[src/hw/rtl/rgbhs_pkg.sv]
// Package: constants, types and the divider step for the RGB to hue/saturation block.
package rgbhs_pkg;

  // Hue wheel bases per dominant channel and span of one sector
  localparam logic [7:0] HUE_BASE_RED   = 8'd0;
  localparam logic [7:0] HUE_BASE_GREEN = 8'd85;
  localparam logic [7:0] HUE_BASE_BLUE  = 8'd171;
  localparam logic [5:0] HUE_SPAN       = 6'd43;

  // Divider stages: saturation quotient bits, hue quotient bits
  localparam int SAT_STEPS = 8;
  localparam int HUE_STEPS = 6;

  // One word moving through the divider stages
  typedef struct packed {
    logic [7:0] srem;   // saturation partial remainder
    logic [7:0] snum;   // saturation dividend bits still to shift in
    logic [7:0] sq;     // saturation quotient bits so far
    logic [7:0] mx;     // saturation divisor
    logic [7:0] hrem;   // hue partial remainder
    logic [5:0] hnum;   // hue dividend bits still to shift in
    logic [5:0] hq;     // hue quotient bits so far
    logic [7:0] d;      // hue divisor (max - min)
    logic [7:0] base;   // hue base of the dominant channel
    logic       neg;    // hue offset is negative
    logic       zero;   // gray pixel: hue and saturation forced to zero
  } div_t;

  typedef struct packed {
    logic       q;
    logic [7:0] rem;
  } step_t;

  // One restoring division step; the remainder in is below the divisor
  function automatic step_t div_step(input logic [7:0] rem, input logic nbit,
                                     input logic [7:0] den);
    logic [8:0] t;
    logic [8:0] diff;
    step_t      s;
    t    = {rem, nbit};
    diff = t - {1'b0, den};
    if (t >= {1'b0, den}) begin
      s.q   = 1'b1;
      s.rem = diff[7:0];
    end else begin
      s.q   = 1'b0;
      s.rem = t[7:0];
    end
    return s;
  endfunction

endpackage

[src/hw/rtl/rgbhs_pixel_if.sv]
// Interfaces: RGB pixel channel and hue/saturation result channel.
interface rgbhs_pixel_if;
  logic       valid;
  logic       ready;
  logic [7:0] red;
  logic [7:0] green;
  logic [7:0] blue;

  modport source (output valid, output red, output green, output blue, input ready);
  modport sink   (input valid, input red, input green, input blue, output ready);
endinterface

interface rgbhs_hs_if;
  logic       valid;
  logic       ready;
  logic [7:0] hue;
  logic [7:0] saturation;

  modport source (output valid, output hue, output saturation, input ready);
  modport sink   (input valid, input hue, input saturation, output ready);
endinterface

[src/hw/rtl/rgb_to_hue_saturation.sv]
// Top level: pipelined conversion of an 8-bit RGB pixel to 8-bit hue and saturation.
//
// Takes one pixel word per clock when the output side does not stall and returns one
// hue/saturation word per pixel, in order. The rate of one word per cycle comes from
// a 12-stage pipeline: input register, max/min and sector select, the two constant
// multiplies, eight stages of a restoring divider (one quotient bit each for
// saturation, and for the first six also for hue, run side by side), and the output
// register. When the output word is not taken the whole pipeline holds, so pixel.ready
// follows result.ready whenever the output register is full. Hue is 0 and saturation
// is 0 for gray and black pixels; hue wraps modulo 256.
module rgb_to_hue_saturation
  import rgbhs_pkg::*;
(
  input  logic clk,
  input  logic rst,
  rgbhs_pixel_if.sink pixel,
  rgbhs_hs_if.source  result
);

  logic advance;

  // Stage A: input pixel
  logic       va;
  logic [7:0] ra, ga, ba;

  // Stage B: extremes, sector, offset magnitude
  logic       vb;
  logic [7:0] mxb, db, diffb, baseb;
  logic       negb;

  // Divider pipeline; entry 0 is loaded by the multiply stage
  logic  dv [0:SAT_STEPS];
  div_t  dp [0:SAT_STEPS];
  div_t  dnext [0:SAT_STEPS-1];

  // Output register
  logic       ov;
  logic [7:0] hue_r, sat_r;

  // Global hold while the output word waits
  assign advance     = !ov || result.ready;
  assign pixel.ready = advance;

  // Stage A register
  always_ff @(posedge clk) begin
    if (rst) begin
      va <= 1'b0;
    end else if (advance) begin
      va <= pixel.valid;
    end
    if (advance) begin
      ra <= pixel.red;
      ga <= pixel.green;
      ba <= pixel.blue;
    end
  end

  // Stage B: max, min, dominant channel and signed offset of the other two
  logic [7:0] mx_c, mn_c, a_c, b_c, base_c;

  always_comb begin
    mx_c = ra;
    mn_c = ra;
    if (ga > mx_c) mx_c = ga;
    if (ba > mx_c) mx_c = ba;
    if (ga < mn_c) mn_c = ga;
    if (ba < mn_c) mn_c = ba;
    if (mx_c == ra) begin
      base_c = HUE_BASE_RED;
      a_c    = ga;
      b_c    = ba;
    end else if (mx_c == ga) begin
      base_c = HUE_BASE_GREEN;
      a_c    = ba;
      b_c    = ra;
    end else begin
      base_c = HUE_BASE_BLUE;
      a_c    = ra;
      b_c    = ga;
    end
  end

  always_ff @(posedge clk) begin
    if (rst) begin
      vb <= 1'b0;
    end else if (advance) begin
      vb <= va;
    end
    if (advance) begin
      mxb   <= mx_c;
      db    <= mx_c - mn_c;
      baseb <= base_c;
      negb  <= (a_c < b_c);
      diffb <= (a_c < b_c) ? (b_c - a_c) : (a_c - b_c);
    end
  end

  // Stage C: hue dividend 43*offset, saturation dividend d*255
  logic [13:0] hprod;
  logic [15:0] sprod;

  assign hprod = 14'(diffb) * 14'(HUE_SPAN);
  assign sprod = {db, 8'd0} - 16'(db);

  always_ff @(posedge clk) begin
    if (rst) begin
      dv[0] <= 1'b0;
    end else if (advance) begin
      dv[0] <= vb;
    end
    if (advance) begin
      dp[0].srem <= sprod[15:8];
      dp[0].snum <= sprod[7:0];
      dp[0].sq   <= '0;
      dp[0].mx   <= mxb;
      dp[0].hrem <= hprod[13:6];
      dp[0].hnum <= hprod[5:0];
      dp[0].hq   <= '0;
      dp[0].d    <= db;
      dp[0].base <= baseb;
      dp[0].neg  <= negb;
      dp[0].zero <= (db == 8'd0);
    end
  end

  // Divider stages: one saturation quotient bit per stage, one hue bit in each of the first HUE_STEPS
  always_comb begin
    step_t ss;
    step_t hs;
    for (int i = 0; i < SAT_STEPS; i++) begin
      dnext[i] = dp[i];
      ss = div_step(dp[i].srem, dp[i].snum[7], dp[i].mx);
      dnext[i].srem = ss.rem;
      dnext[i].snum = {dp[i].snum[6:0], 1'b0};
      dnext[i].sq   = {dp[i].sq[6:0], ss.q};
      if (i < HUE_STEPS) begin
        hs = div_step(dp[i].hrem, dp[i].hnum[5], dp[i].d);
        dnext[i].hrem = hs.rem;
        dnext[i].hnum = {dp[i].hnum[4:0], 1'b0};
        dnext[i].hq   = {dp[i].hq[4:0], hs.q};
      end
    end
  end

  for (genvar i = 0; i < SAT_STEPS; i++) begin : g_div
    always_ff @(posedge clk) begin
      if (rst) begin
        dv[i+1] <= 1'b0;
      end else if (advance) begin
        dv[i+1] <= dv[i];
      end
      if (advance) begin
        dp[i+1] <= dnext[i];
      end
    end
  end

  // Output stage: apply base and sign, force gray pixels to zero
  logic [7:0] hue_c, sat_c;

  always_comb begin
    if (dp[SAT_STEPS].zero) begin
      hue_c = 8'd0;
      sat_c = 8'd0;
    end else begin
      sat_c = dp[SAT_STEPS].sq;
      if (dp[SAT_STEPS].neg) begin
        hue_c = dp[SAT_STEPS].base - {2'b00, dp[SAT_STEPS].hq};
      end else begin
        hue_c = dp[SAT_STEPS].base + {2'b00, dp[SAT_STEPS].hq};
      end
    end
  end

  always_ff @(posedge clk) begin
    if (rst) begin
      ov <= 1'b0;
    end else if (advance) begin
      ov <= dv[SAT_STEPS];
    end
    if (advance) begin
      hue_r <= hue_c;
      sat_r <= sat_c;
    end
  end

  assign result.valid      = ov;
  assign result.hue        = hue_r;
  assign result.saturation = sat_r;

  // Divider entry: partial remainders start below their divisors
  a_div_entry: assert property (@(posedge clk) disable iff (rst)
    dv[0] && !dp[0].zero |-> (dp[0].srem < dp[0].mx) && (dp[0].hrem < dp[0].d))
    else $error("divider entry remainder not below divisor");

  // Hue offset never exceeds one sector
  a_hue_span: assert property (@(posedge clk) disable iff (rst)
    dv[SAT_STEPS] && !dp[SAT_STEPS].zero |-> dp[SAT_STEPS].hq <= HUE_SPAN)
    else $error("hue quotient beyond sector span");

  // A held pipeline keeps the word in divider stage HUE_STEPS
  a_hold: assert property (@(posedge clk) disable iff (rst)
    !advance |=> $stable(dv[HUE_STEPS]) && $stable(dp[HUE_STEPS]))
    else $error("divider stage changed during stall");

  // A black pixel (max of zero) has a zero difference, so it is zero-forced like a gray one
  a_gray: assert property (@(posedge clk) disable iff (rst)
    vb && (mxb == 8'd0) |-> (db == 8'd0))
    else $error("black pixel with nonzero difference");

endmodule
[src/flat_wrapper.sv]
// flat-port wrapper written by rule: the top's interface ports become plain ports
module rgb_to_hue_saturation_flat import rgbhs_pkg::*;
  (clk, rst, pixel_valid, pixel_red, pixel_green, pixel_blue, pixel_ready, result_valid, result_hue, result_saturation, result_ready);
  rgbhs_pixel_if pixel_i ();
  rgbhs_hs_if result_i ();
  input  logic clk;
  input  logic rst;
  input wire logic [$bits(pixel_i.valid)-1:0] pixel_valid;
  input wire logic [$bits(pixel_i.red)-1:0] pixel_red;
  input wire logic [$bits(pixel_i.green)-1:0] pixel_green;
  input wire logic [$bits(pixel_i.blue)-1:0] pixel_blue;
  output wire logic [$bits(pixel_i.ready)-1:0] pixel_ready;
  output wire logic [$bits(result_i.valid)-1:0] result_valid;
  output wire logic [$bits(result_i.hue)-1:0] result_hue;
  output wire logic [$bits(result_i.saturation)-1:0] result_saturation;
  input wire logic [$bits(result_i.ready)-1:0] result_ready;
  assign pixel_i.valid = pixel_valid;
  assign pixel_i.red = pixel_red;
  assign pixel_i.green = pixel_green;
  assign pixel_i.blue = pixel_blue;
  assign pixel_ready = pixel_i.ready;
  assign result_valid = result_i.valid;
  assign result_hue = result_i.hue;
  assign result_saturation = result_i.saturation;
  assign result_i.ready = result_ready;
  rgb_to_hue_saturation u_core (.clk(clk), .rst(rst), .pixel(pixel_i), .result(result_i));
endmodule
[config.mk]
export PLATFORM = sky130hd
export DESIGN_NAME = rgb_to_hue_saturation_flat
export DESIGN_NICKNAME = d
export VERILOG_FILES = /design/src/hw/rtl/rgbhs_pkg.sv /design/src/hw/rtl/rgbhs_pixel_if.sv /design/src/hw/rtl/rgb_to_hue_saturation.sv /design/src/flat_wrapper.sv
export SDC_FILE = /design/constraint.sdc
export NUM_CORES = 1
export LEC_CHECK = 0
export BUFFER_PORTS_ARGS = -buffer_cell sky130_fd_sc_hd__clkbuf_2
export CORE_AREA = 5 5 244 175
export DETAILED_ROUTE_END_ITERATION = 6
export DIE_AREA = 0 0 249 180
export PLACE_DENSITY_LB_ADDON = 0.1
export SLEW_MARGIN = 40
export SYNTH_ARGS = -nofsm -noshare
export SYNTH_HDL_FRONTEND = slang
export SYNTH_SLANG_ARGS = --single-unit
export TNS_END_PERCENT = 10
[constraint.sdc]
create_clock -name clk -period 54.2 [get_ports clk]
set_input_delay 16.26 -clock clk [delete_from_list [all_inputs] [get_ports clk]]
set_output_delay 16.26 -clock clk [all_outputs]
set_load 0.01 [all_outputs]
## After elaboration in Yosys (flattened, before gate mapping)

Memory sizes are Yosys's and may differ from the RTL's. A register that Yosys moved wholly into a read port is not among the register bits.
Index checks and enable logic that the tools add are counted.
W data, S select, Z words.

| word-level totals | value |
|---|---|
| memories kept | 2 |
| memory bits (writable) | 639 |
| output and inout bits | 18 |
| word-level logic and storage cells | 108 |
| register bits after elaboration | 75 |
| input bits | 28 |

| operators by class | value |
|---|---|
| reduce and logical (&&, ||, !) cells | 3 |
| equality and inequality tests | 2 |
| magnitude comparators | 19 |
| bitwise logic cells | 9 |
| multiplexer cells | 40 |
| add/subtract/negate cells | 20 |
| $mul | 1 |

Memory list:

| memory | depth | bits a word | read ports | clocked after Yosys merged registers in | write ports | RTL line | text |
|---|---|---|---|---|---|---|---|
| u_core.dp | 9 | 70 | 9 | 0 | 9 | rgb_to_hue_saturation.sv:33 | `div_t dp [0:SAT_STEPS];` |
| u_core.dv | 9 | 1 | 9 | 1 | 9 | rgb_to_hue_saturation.sv:32 | `logic dv [0:SAT_STEPS];` |

Operators by type and width:

| cell | count |
|---|---|
| $sub A8 B8 Y8 | 17 |
| $ge A9 B8 Y1 | 14 |
| $mux W9 | 14 |
| $mux W8 | 11 |
| $lt A8 B8 Y1 | 3 |
| $eq A8 B8 Y1 | 2 |
| $gt A8 B8 Y1 | 2 |
| $sub A16 B8 Y16 | 1 |
| $mux W1 | 15 |
| $mul A8 B6 Y14 const B | 1 |
| $or A1 B1 Y1 | 9 |
| $add A8 B6 Y8 | 1 |
| $logic_not A8 Y1 | 1 |
| $sub A8 B6 Y8 | 1 |
| $logic_not A1 Y1 | 1 |
| $logic_or A1 B1 Y1 | 1 |

## Logic depth before layout (Yosys ltp)

Gate-level depths: netlist of the first run.

| depth | value |
|---|---|
| depth in word-level cells | 9 |
| mapped depth | 31 |
| gate-level depth less buffers | 27 |

## Worst setup path before layout of the first run

OpenSTA, ideal clock, no wires.

| timing path | value |
|---|---|
| path kind | input to output |
| start | in result_ready |
| end | out pixel_ready |
| arrival time | 25296 ps |
| required time | 37940 ps |
| path buffers | 1 |
| slack | 12644 ps |
| stages on the path | 3 |
| cell sequence | nor2b_1 > clkbuf_1 > inv_1 |

| between the ends | value |
|---|---|
| longest elaborated chain between the ends | 1 |

Ends and longest elaborated chain:

| item | RTL line | text |
|---|---|---|
| start: declaration | flat_wrapper.sv:16 | `input wire logic [$bits(result_i.ready)-1:0] result_ready;` |
| $logic_or A1 B1 Y1 | rgb_to_hue_saturation.sv:41 | `assign advance = !ov \|\| result.ready;` |
| end: declaration | flat_wrapper.sv:12 | `output wire logic [$bits(pixel_i.ready)-1:0] pixel_ready;` |

No other way between the ends.

## Worst setup path after layout of the first run

Ends and elaborated chain as after synthesis.

==> results.sh, run 1 <==
export IMPL_drive_above_1_share_pct=11.2
export IMPL_dieHeight_um=180
export IMPL_antenna_found_initial=0
export IMPL_p_seq_share_pct=38.8
export IMPL_crit_chain="clkbuf_2 > nor2b_1 > inv_8 > clkbuf_2"
export IMPL_r2r_slack_ns=47.01
export IMPL_design_final_nets=2133
export IMPL_layout_cells_non_filler=2458
export IMPL_grt_use_total_pct=16.7
export IMPL_ant_nets=0
export IMPL_internal_power_mw=1.19
export IMPL_finalCriticalPeriod_ns=33.81
export IMPL_critPathSlowestCell="nor2b_1"
export IMPL_cts_root_buf="clkbuf_16"
export IMPL_setup_tns_ns=0
export IMPL_core_area_sq_um=40300
export IMPL_power_density_nw_per_um2=69.9
export IMPL_power_switching_uw=626
export IMPL_grt_overflow_total=0
export IMPL_p_leak_nw=11.0
export IMPL_io_buffers=45
export IMPL_num_rows=62
export IMPL_slowest_delay_ns=0.54
export IMPL_fill_cells=2967
export IMPL_fin_ws_ns=20.39
export IMPL_finish_utilization_pct=64.6
export IMPL_dp_hpwl_mm=26.6
export IMPL_vdd_drop_max_mv=0.0519
export IMPL_hold_buffers=0
export IMPL_syn_cell_area_sq_um=23700
export IMPL_clock_latency_ns=0.56
export IMPL_async_flop_share_pct=0
export IMPL_p_sw_share_pct=34.4
export IMPL_tightestPinTransition_ns=0.725
export IMPL_drc=0
export IMPL_synth_top_cell_area_share_pct=59.0
export IMPL_maxSlewHeadroom_pct=51.2
export IMPL_synth_edf_count=466
export IMPL_cp_required_ns=37.94
export IMPL_setup_viol=0
export IMPL_ys_warn_count=0
export IMPL_cts_htree_levels=2
export IMPL_final_area_sq_um=26000
export IMPL_grt_pass1_wl_mm=63.0
export IMPL_worst_r2r_startpoint="u_core.ga[0]"
export IMPL_dieArea_sq_um=44800
export IMPL_io_pins=46
export IMPL_n_antenna_cell=0
export IMPL_rsz0062_at_grt="false"
export IMPL_post_cts_repair_setup_buffers=0
export IMPL_fmax_mhz=29.6
export IMPL_total_power_mw=1.82
export IMPL_final_hold_violation_count=0
export IMPL_crit_top_cell="clkbuf_2"
export IMPL_crit_path_start_kind="input pin"
export IMPL_p_comb_share_pct=44.1
export IMPL_synth_largest_area_cell="edfxtp_1"
export IMPL_initial_core_util_pct=58.9
export IMPL_min_from="u_core.dp[0][513]"
export IMPL_synthFlopType="edfxtp_1"
export IMPL_grt_pass1_vias=13000
export IMPL_syn_nets=2071
export IMPL_gp_congestion=0.841
export IMPL_cts_clk_slew_worst_paths_ns=0.07
export IMPL_startpoint="result_ready"
export IMPL_cts_buffer_depth=3
export IMPL_syn_to_final_growth_pct=9.69
export IMPL_hp_class="reg -> reg"
export IMPL_cts_inserted_buffers=45
export IMPL_wl_per_cell_um=15.1
export IMPL_viasPerCell=5.27
export IMPL_status="completed"
export IMPL_crit_type="in -> out"
export IMPL_skew_ns=0.00930
export IMPL_cpLargestDelayFamily="buffers and inverters"
export IMPL_clkPwrFrac_pct=17.1
export IMPL_drv_cap=0
export IMPL_netlist_instances=1818
export IMPL_holdWs_ns=0.408
export IMPL_worst_path_max_fanout=89
export IMPL_crit_buf_inv=3
export IMPL_yosysUniqueCellTypes=62
export IMPL_syn_avg_cell_area_sq_um=13.0
export IMPL_cts_tree="done"
export IMPL_crit_arrival_ns=17.55
export IMPL_cts_resized=0
export IMPL_ys_ff_latch=469
export IMPL_maxSlewViolCount=0
export IMPL_min_period_over_period_pct=62.4
export IMPL_wl_mm=37.2
export IMPL_cts_sinks=469
export IMPL_place_inst=2377
export IMPL_yosysSeqAreaShare_pct=59.3
export IMPL_place_ws_ns=20.38
export IMPL_place_area_sq_um=24500
export IMPL_synth_area_top_cells="edfxtp_1 (59%), ha_1 (11%), inv_1 (4.0%)"
export IMPL_die_x_um=249
export IMPL_cp_end_kind="primary output"
export IMPL_vias=12900
export IMPL_firstDrtPassIters=7
export IMPL_drt_iter0_markers=733
export IMPL_grt_max_degree=95
## path summary, 6_finish.rpt
check / endpoint / depth (start not counted)
worst max-delay path: pixel_ready / 4
worst max register to register: u_core.diffb[6] / 25
worst min register to register: u_core.dp[0][583] / 0
worst min-delay path: u_core.dp[0][583] / 0
## registers in the layout (all words and copies together) (netlist names), 3 cells and up
name / count
u_core.baseb: 3
u_core.ra: 8
u_core.mxb: 8
u_core.dp: 389
u_core.diffb: 8
u_core.result.saturation: 8
u_core.dv: 9
u_core.db: 8
u_core.result.hue: 8
u_core.ba: 8
u_core.ga: 8
## cells in the final DEF, fill, tap and decap left out, drive strengths merged, types with 2 or more instances in the layout
cell type,synthesis,routed
nor2b,45,45
a21boi,37,37
nor3,5,5
o311ai,3,3
clkbuf,25,96
and2,11,11
o21bai,9,9
ha,200,200
xnor2,69,69
a2111oi,2,2
nand4,33,33
o31ai,2,2
xor2,28,28
fa,25,25
a211o,2,2
nor4,5,5
nand2b,19,19
o21a,4,4
o21ai,81,81
a21o,36,36
inv,250,255
nand2,51,51
a211oi,2,2
bufinv,0,5
o211ai,5,5
a31oi,2,2
buf,12,6
o31a,2,2
dfxtp,3,3
a21oi,72,72
nor2,168,168
clkinv,0,15
or2,2,2
a311oi,13,13
mux2i,56,56
mux2,62,62
clkinvlp,0,6
edfxtp,466,466
## synthesized netlist by cell type, types with 9 or more instances
| cell type | instances |
|---|---|
| a21oi_1 | 72 |
| xnor2_1 | 69 |
| inv_1 | 250 |
| a21o_1 | 36 |
| edfxtp_1 | 466 |
| fa_1 | 25 |
| mux2i_1 | 55 |
| nor2b_1 | 44 |
| ha_1 | 200 |
| nand2b_1 | 19 |
| mux2_2 | 62 |
| xor2_1 | 28 |
| a311oi_1 | 12 |
| and2_1 | 11 |
| nand4_1 | 32 |
| nor2_1 | 153 |
| o21ai_0 | 79 |
| nor2_2 | 13 |
| o21bai_1 | 9 |
| a21boi_0 | 37 |
| clkbuf_1 | 25 |
| nand2_1 | 50 |
## logic make-up after synthesis
group,synth area share [%]
AOI/OAI and AO/OA,7.53
xor gates and xnor gates,3.58
adders and majority gates,12.7
buffers and inverters,4.62
DFF,59.3
muxes,5.33
and+or+nand+nor,6.98
## power groups by stage
stage | combinational, mW | sequential [mW] | clock (mW)
after floorplan | 0.646 | 0.680 | 0
after global placement | 0.773 | 0.707 | 0
after detailed placement | 0.798 | 0.713 | 0
after CTS | 0.809 | 0.706 | 0.320
after global routing | 0.920 | 0.721 | 0.336
final | 0.802 | 0.705 | 0.311
## metal layers
layer  routed length, um  track usage, %
met5                   0               0
met4                 807            4.46
met3                1360            3.00
met2               16400            25.7
met1               18600            24.9
## area by class of cell
cell class	instances	area [sq um]	area share, %
sequential	469	14100	54.1
timing repair buffer	52	295	1.14
clock inverter	31	325	1.25
tap	544	681	2.62
inverter	250	946	3.64
clock buffer	50	1140	4.40
multi-input combinational	1062	8550	32.9
Note: power is estimated with default switching activity, not from simulation.
==> run 2, diff against run 1 <==
--- a/config.mk
+++ b/config.mk
@@ -6,9 +6,9 @@
 export NUM_CORES = 1
 export LEC_CHECK = 0
 export BUFFER_PORTS_ARGS = -buffer_cell sky130_fd_sc_hd__clkbuf_2
-export CORE_AREA = 5 5 244 175
+export CORE_AREA = 5 5 250 179
 export DETAILED_ROUTE_END_ITERATION = 6
-export DIE_AREA = 0 0 249 180
+export DIE_AREA = 0 0 255 184
 export PLACE_DENSITY_LB_ADDON = 0.1
 export SLEW_MARGIN = 40
 export SYNTH_ARGS = -nofsm -noshare
==> constraint.sdc (replaced) <==
create_clock -name clk -period 29.5 [get_ports clk]
set_input_delay 8.85 -clock clk [delete_from_list [all_inputs] [get_ports clk]]
set_output_delay 8.85 -clock clk [all_outputs]
set_load 0.01 [all_outputs]
==> run 2 against run 1 <==
  * Register-to-register slack worse by 25 ns
  * Non-clock buffer count fell by 1
  * Clock skew rose by 0.013 ns
  * Via count fell by 0.44%
  * Utilization down 2.3 points
  * Setup slack worse by 10 ns
  * Critical endpoint unchanged
  * Largest power group unchanged
  * Critical path depth did not move
==> results.sh, run 2 (synthesis results as in run 1) <==
export IMPL_worst_path_max_fanout=102
export IMPL_grt_max_degree=114
export IMPL_crit_path_start_kind="input pin"
export IMPL_n_antenna_cell=0
export IMPL_dp_hpwl_mm=26.3
export IMPL_r2r_end="u_core.diffb[6]"
export IMPL_cts_buffer_depth=3
export IMPL_cts_htree_levels=2
export IMPL_syn_to_final_growth_pct=10.2
export IMPL_cts_tree="done"
export IMPL_status="completed"
export IMPL_post_cts_repair_setup_buffers=0
export IMPL_die_x_um=255
export IMPL_crit_type="in -> out"
export IMPL_largest_reg_flops=389
export IMPL_crit_chain="clkbuf_2 > nor2b_1 > inv_8 > clkbuf_2"
export IMPL_worst_r2r_startpoint="u_core.ga[0]"
export IMPL_dieArea_sq_um=46900
export IMPL_vdd_drop_max_mv=0.0872
export IMPL_final_hold_violation_count=0
export IMPL_grt_use_total_pct=16.0
export IMPL_place_inst=2384
export IMPL_cp_end_kind="primary output"
export IMPL_hp_class="reg -> reg"
export IMPL_vias=12900
export IMPL_tightestPinTransition_ns=0.788
export IMPL_drv_cap=0
export IMPL_slowest_delay_ns=0.59
export IMPL_setup_tns_ns=0
export IMPL_cts_root_buf="clkbuf_16"
export IMPL_layout_common_cells="edfxtp_1 (466), inv_1 (249), ha_1 (200)"
export IMPL_fill_cells=3154
export IMPL_cts_inserted_buffers=45
export IMPL_rsz0062_at_grt="false"
export IMPL_io_pins=46
export IMPL_min_delay_path_depth=0
export IMPL_power_density_nw_per_um2=128
export IMPL_grt_pass1_wl_mm=62.1
export IMPL_finish_utilization_pct=62.3
export IMPL_r2r_slack_ns=22.28
export IMPL_cp_required_ns=20.65
export IMPL_viasPerCell=5.22
export IMPL_grt_pass1_vias=12700
export IMPL_cts_resized=0
export IMPL_grt_overflow_total=0
export IMPL_drive_above_1_share_pct=11.2
export IMPL_maxSlewViolCount=0
export IMPL_rr_worst_depth=24
export IMPL_layout_cells_non_filler=2468
export IMPL_crit_arrival_ns=10.26
export IMPL_design_final_nets=2132
export IMPL_num_rows=63
export IMPL_dieHeight_um=184
export IMPL_reg_top3="u_core.dp x389, u_core.dv x9"
export IMPL_ant_nets=0
export IMPL_mostFrequentLayoutCell="edfxtp_1"
export IMPL_wl_per_cell_um=14.9
export IMPL_io_buffers=45
export IMPL_min_to="u_core.dp[0][372]"
export IMPL_critPathSlowestCell="nor2b_1"
export IMPL_initial_core_util_pct=56.5
export IMPL_crit_top_cell="clkbuf_2"
export IMPL_setup_viol=0
export IMPL_hold_buffers=0
export IMPL_core_area_sq_um=41900
export IMPL_clock_latency_ns=0.56
export IMPL_min_period_over_period_pct=64.8
export IMPL_total_power_mw=3.35
export IMPL_cts_sinks=469
export IMPL_antenna_found_initial=0
export IMPL_gp_congestion=0.813
export IMPL_largest_register="u_core.dp"
export IMPL_drc=0
export IMPL_finalCriticalPeriod_ns=19.11
export IMPL_maxSlewHeadroom_pct=47.5
export IMPL_skew_ns=0.0219
export IMPL_wl_mm=36.9
export IMPL_cts_clk_slew_worst_paths_ns=0.07
export IMPL_p_leak_nw=11.0
export IMPL_drt_iter0_markers=620
export IMPL_firstDrtPassIters=5
export IMPL_fmax_mhz=52.3
export IMPL_min_from="u_core.dp[0][301]"
run 2: worst max-delay path: cells and delay by family:
kind | cells | cell delay (ns)
buffers and inverters | 3 | 0.74
and+or+nand+nor | 1 | 0.59
run 2: how the worst max path moves through the flow:
stage / from / to / slack, ns / depth (start not counted)
floorplan: result_ready / pixel_ready / 2.76 / 3
global placement: result_ready / pixel_ready / 10.50 / 4
global route: result_ready / pixel_ready / 10.27 / 4
CTS: result_ready / pixel_ready / 10.43 / 4
finish: result_ready / pixel_ready / 10.39 / 4
detailed placement: result_ready / pixel_ready / 10.43 / 4
run 2: final cells by class:
| type | count | area, sq um | area share (%) |
|---|---|---|---|
| Sequential cell | 469 | 14100 | 53.8 |
| Multi-Input combinational cell | 1062 | 8560 | 32.8 |
| Clock buffer | 50 | 1170 | 4.46 |
| Inverter | 250 | 946 | 3.62 |
| Tap cell | 552 | 691 | 2.64 |
| Clock inverter | 34 | 385 | 1.47 |
| Timing Repair Buffer | 51 | 327 | 1.25 |
run 2: per-layer routing:
| metal | track usage (%) | wire length [um] |
|---|---|---|
| met1 | 24.0 | 18300 |
| met2 | 24.7 | 16200 |
| met3 | 2.83 | 1590 |
| met4 | 3.99 | 718 |
| met5 | 0 | 0 |
run 2: report_power, final:
part	internal, mW	switching (mW)	total (mW)
Combinational	0.704	0.766	1.47
Sequential	1.16	0.135	1.29
Clock	0.350	0.245	0.594
run 2: stage by stage:
step,worst slack (ns),hold WS [ns],instance area (sq um)
2_1_floorplan,2.76,0.400,23700
3_3_place_gp,10.50,0.401,24500
3_5_place_dp,10.43,0.405,24600
4_1_cts,10.43,0.410,26100
5_1_grt,10.27,0.418,26100
6_report,10.39,0.401,26100
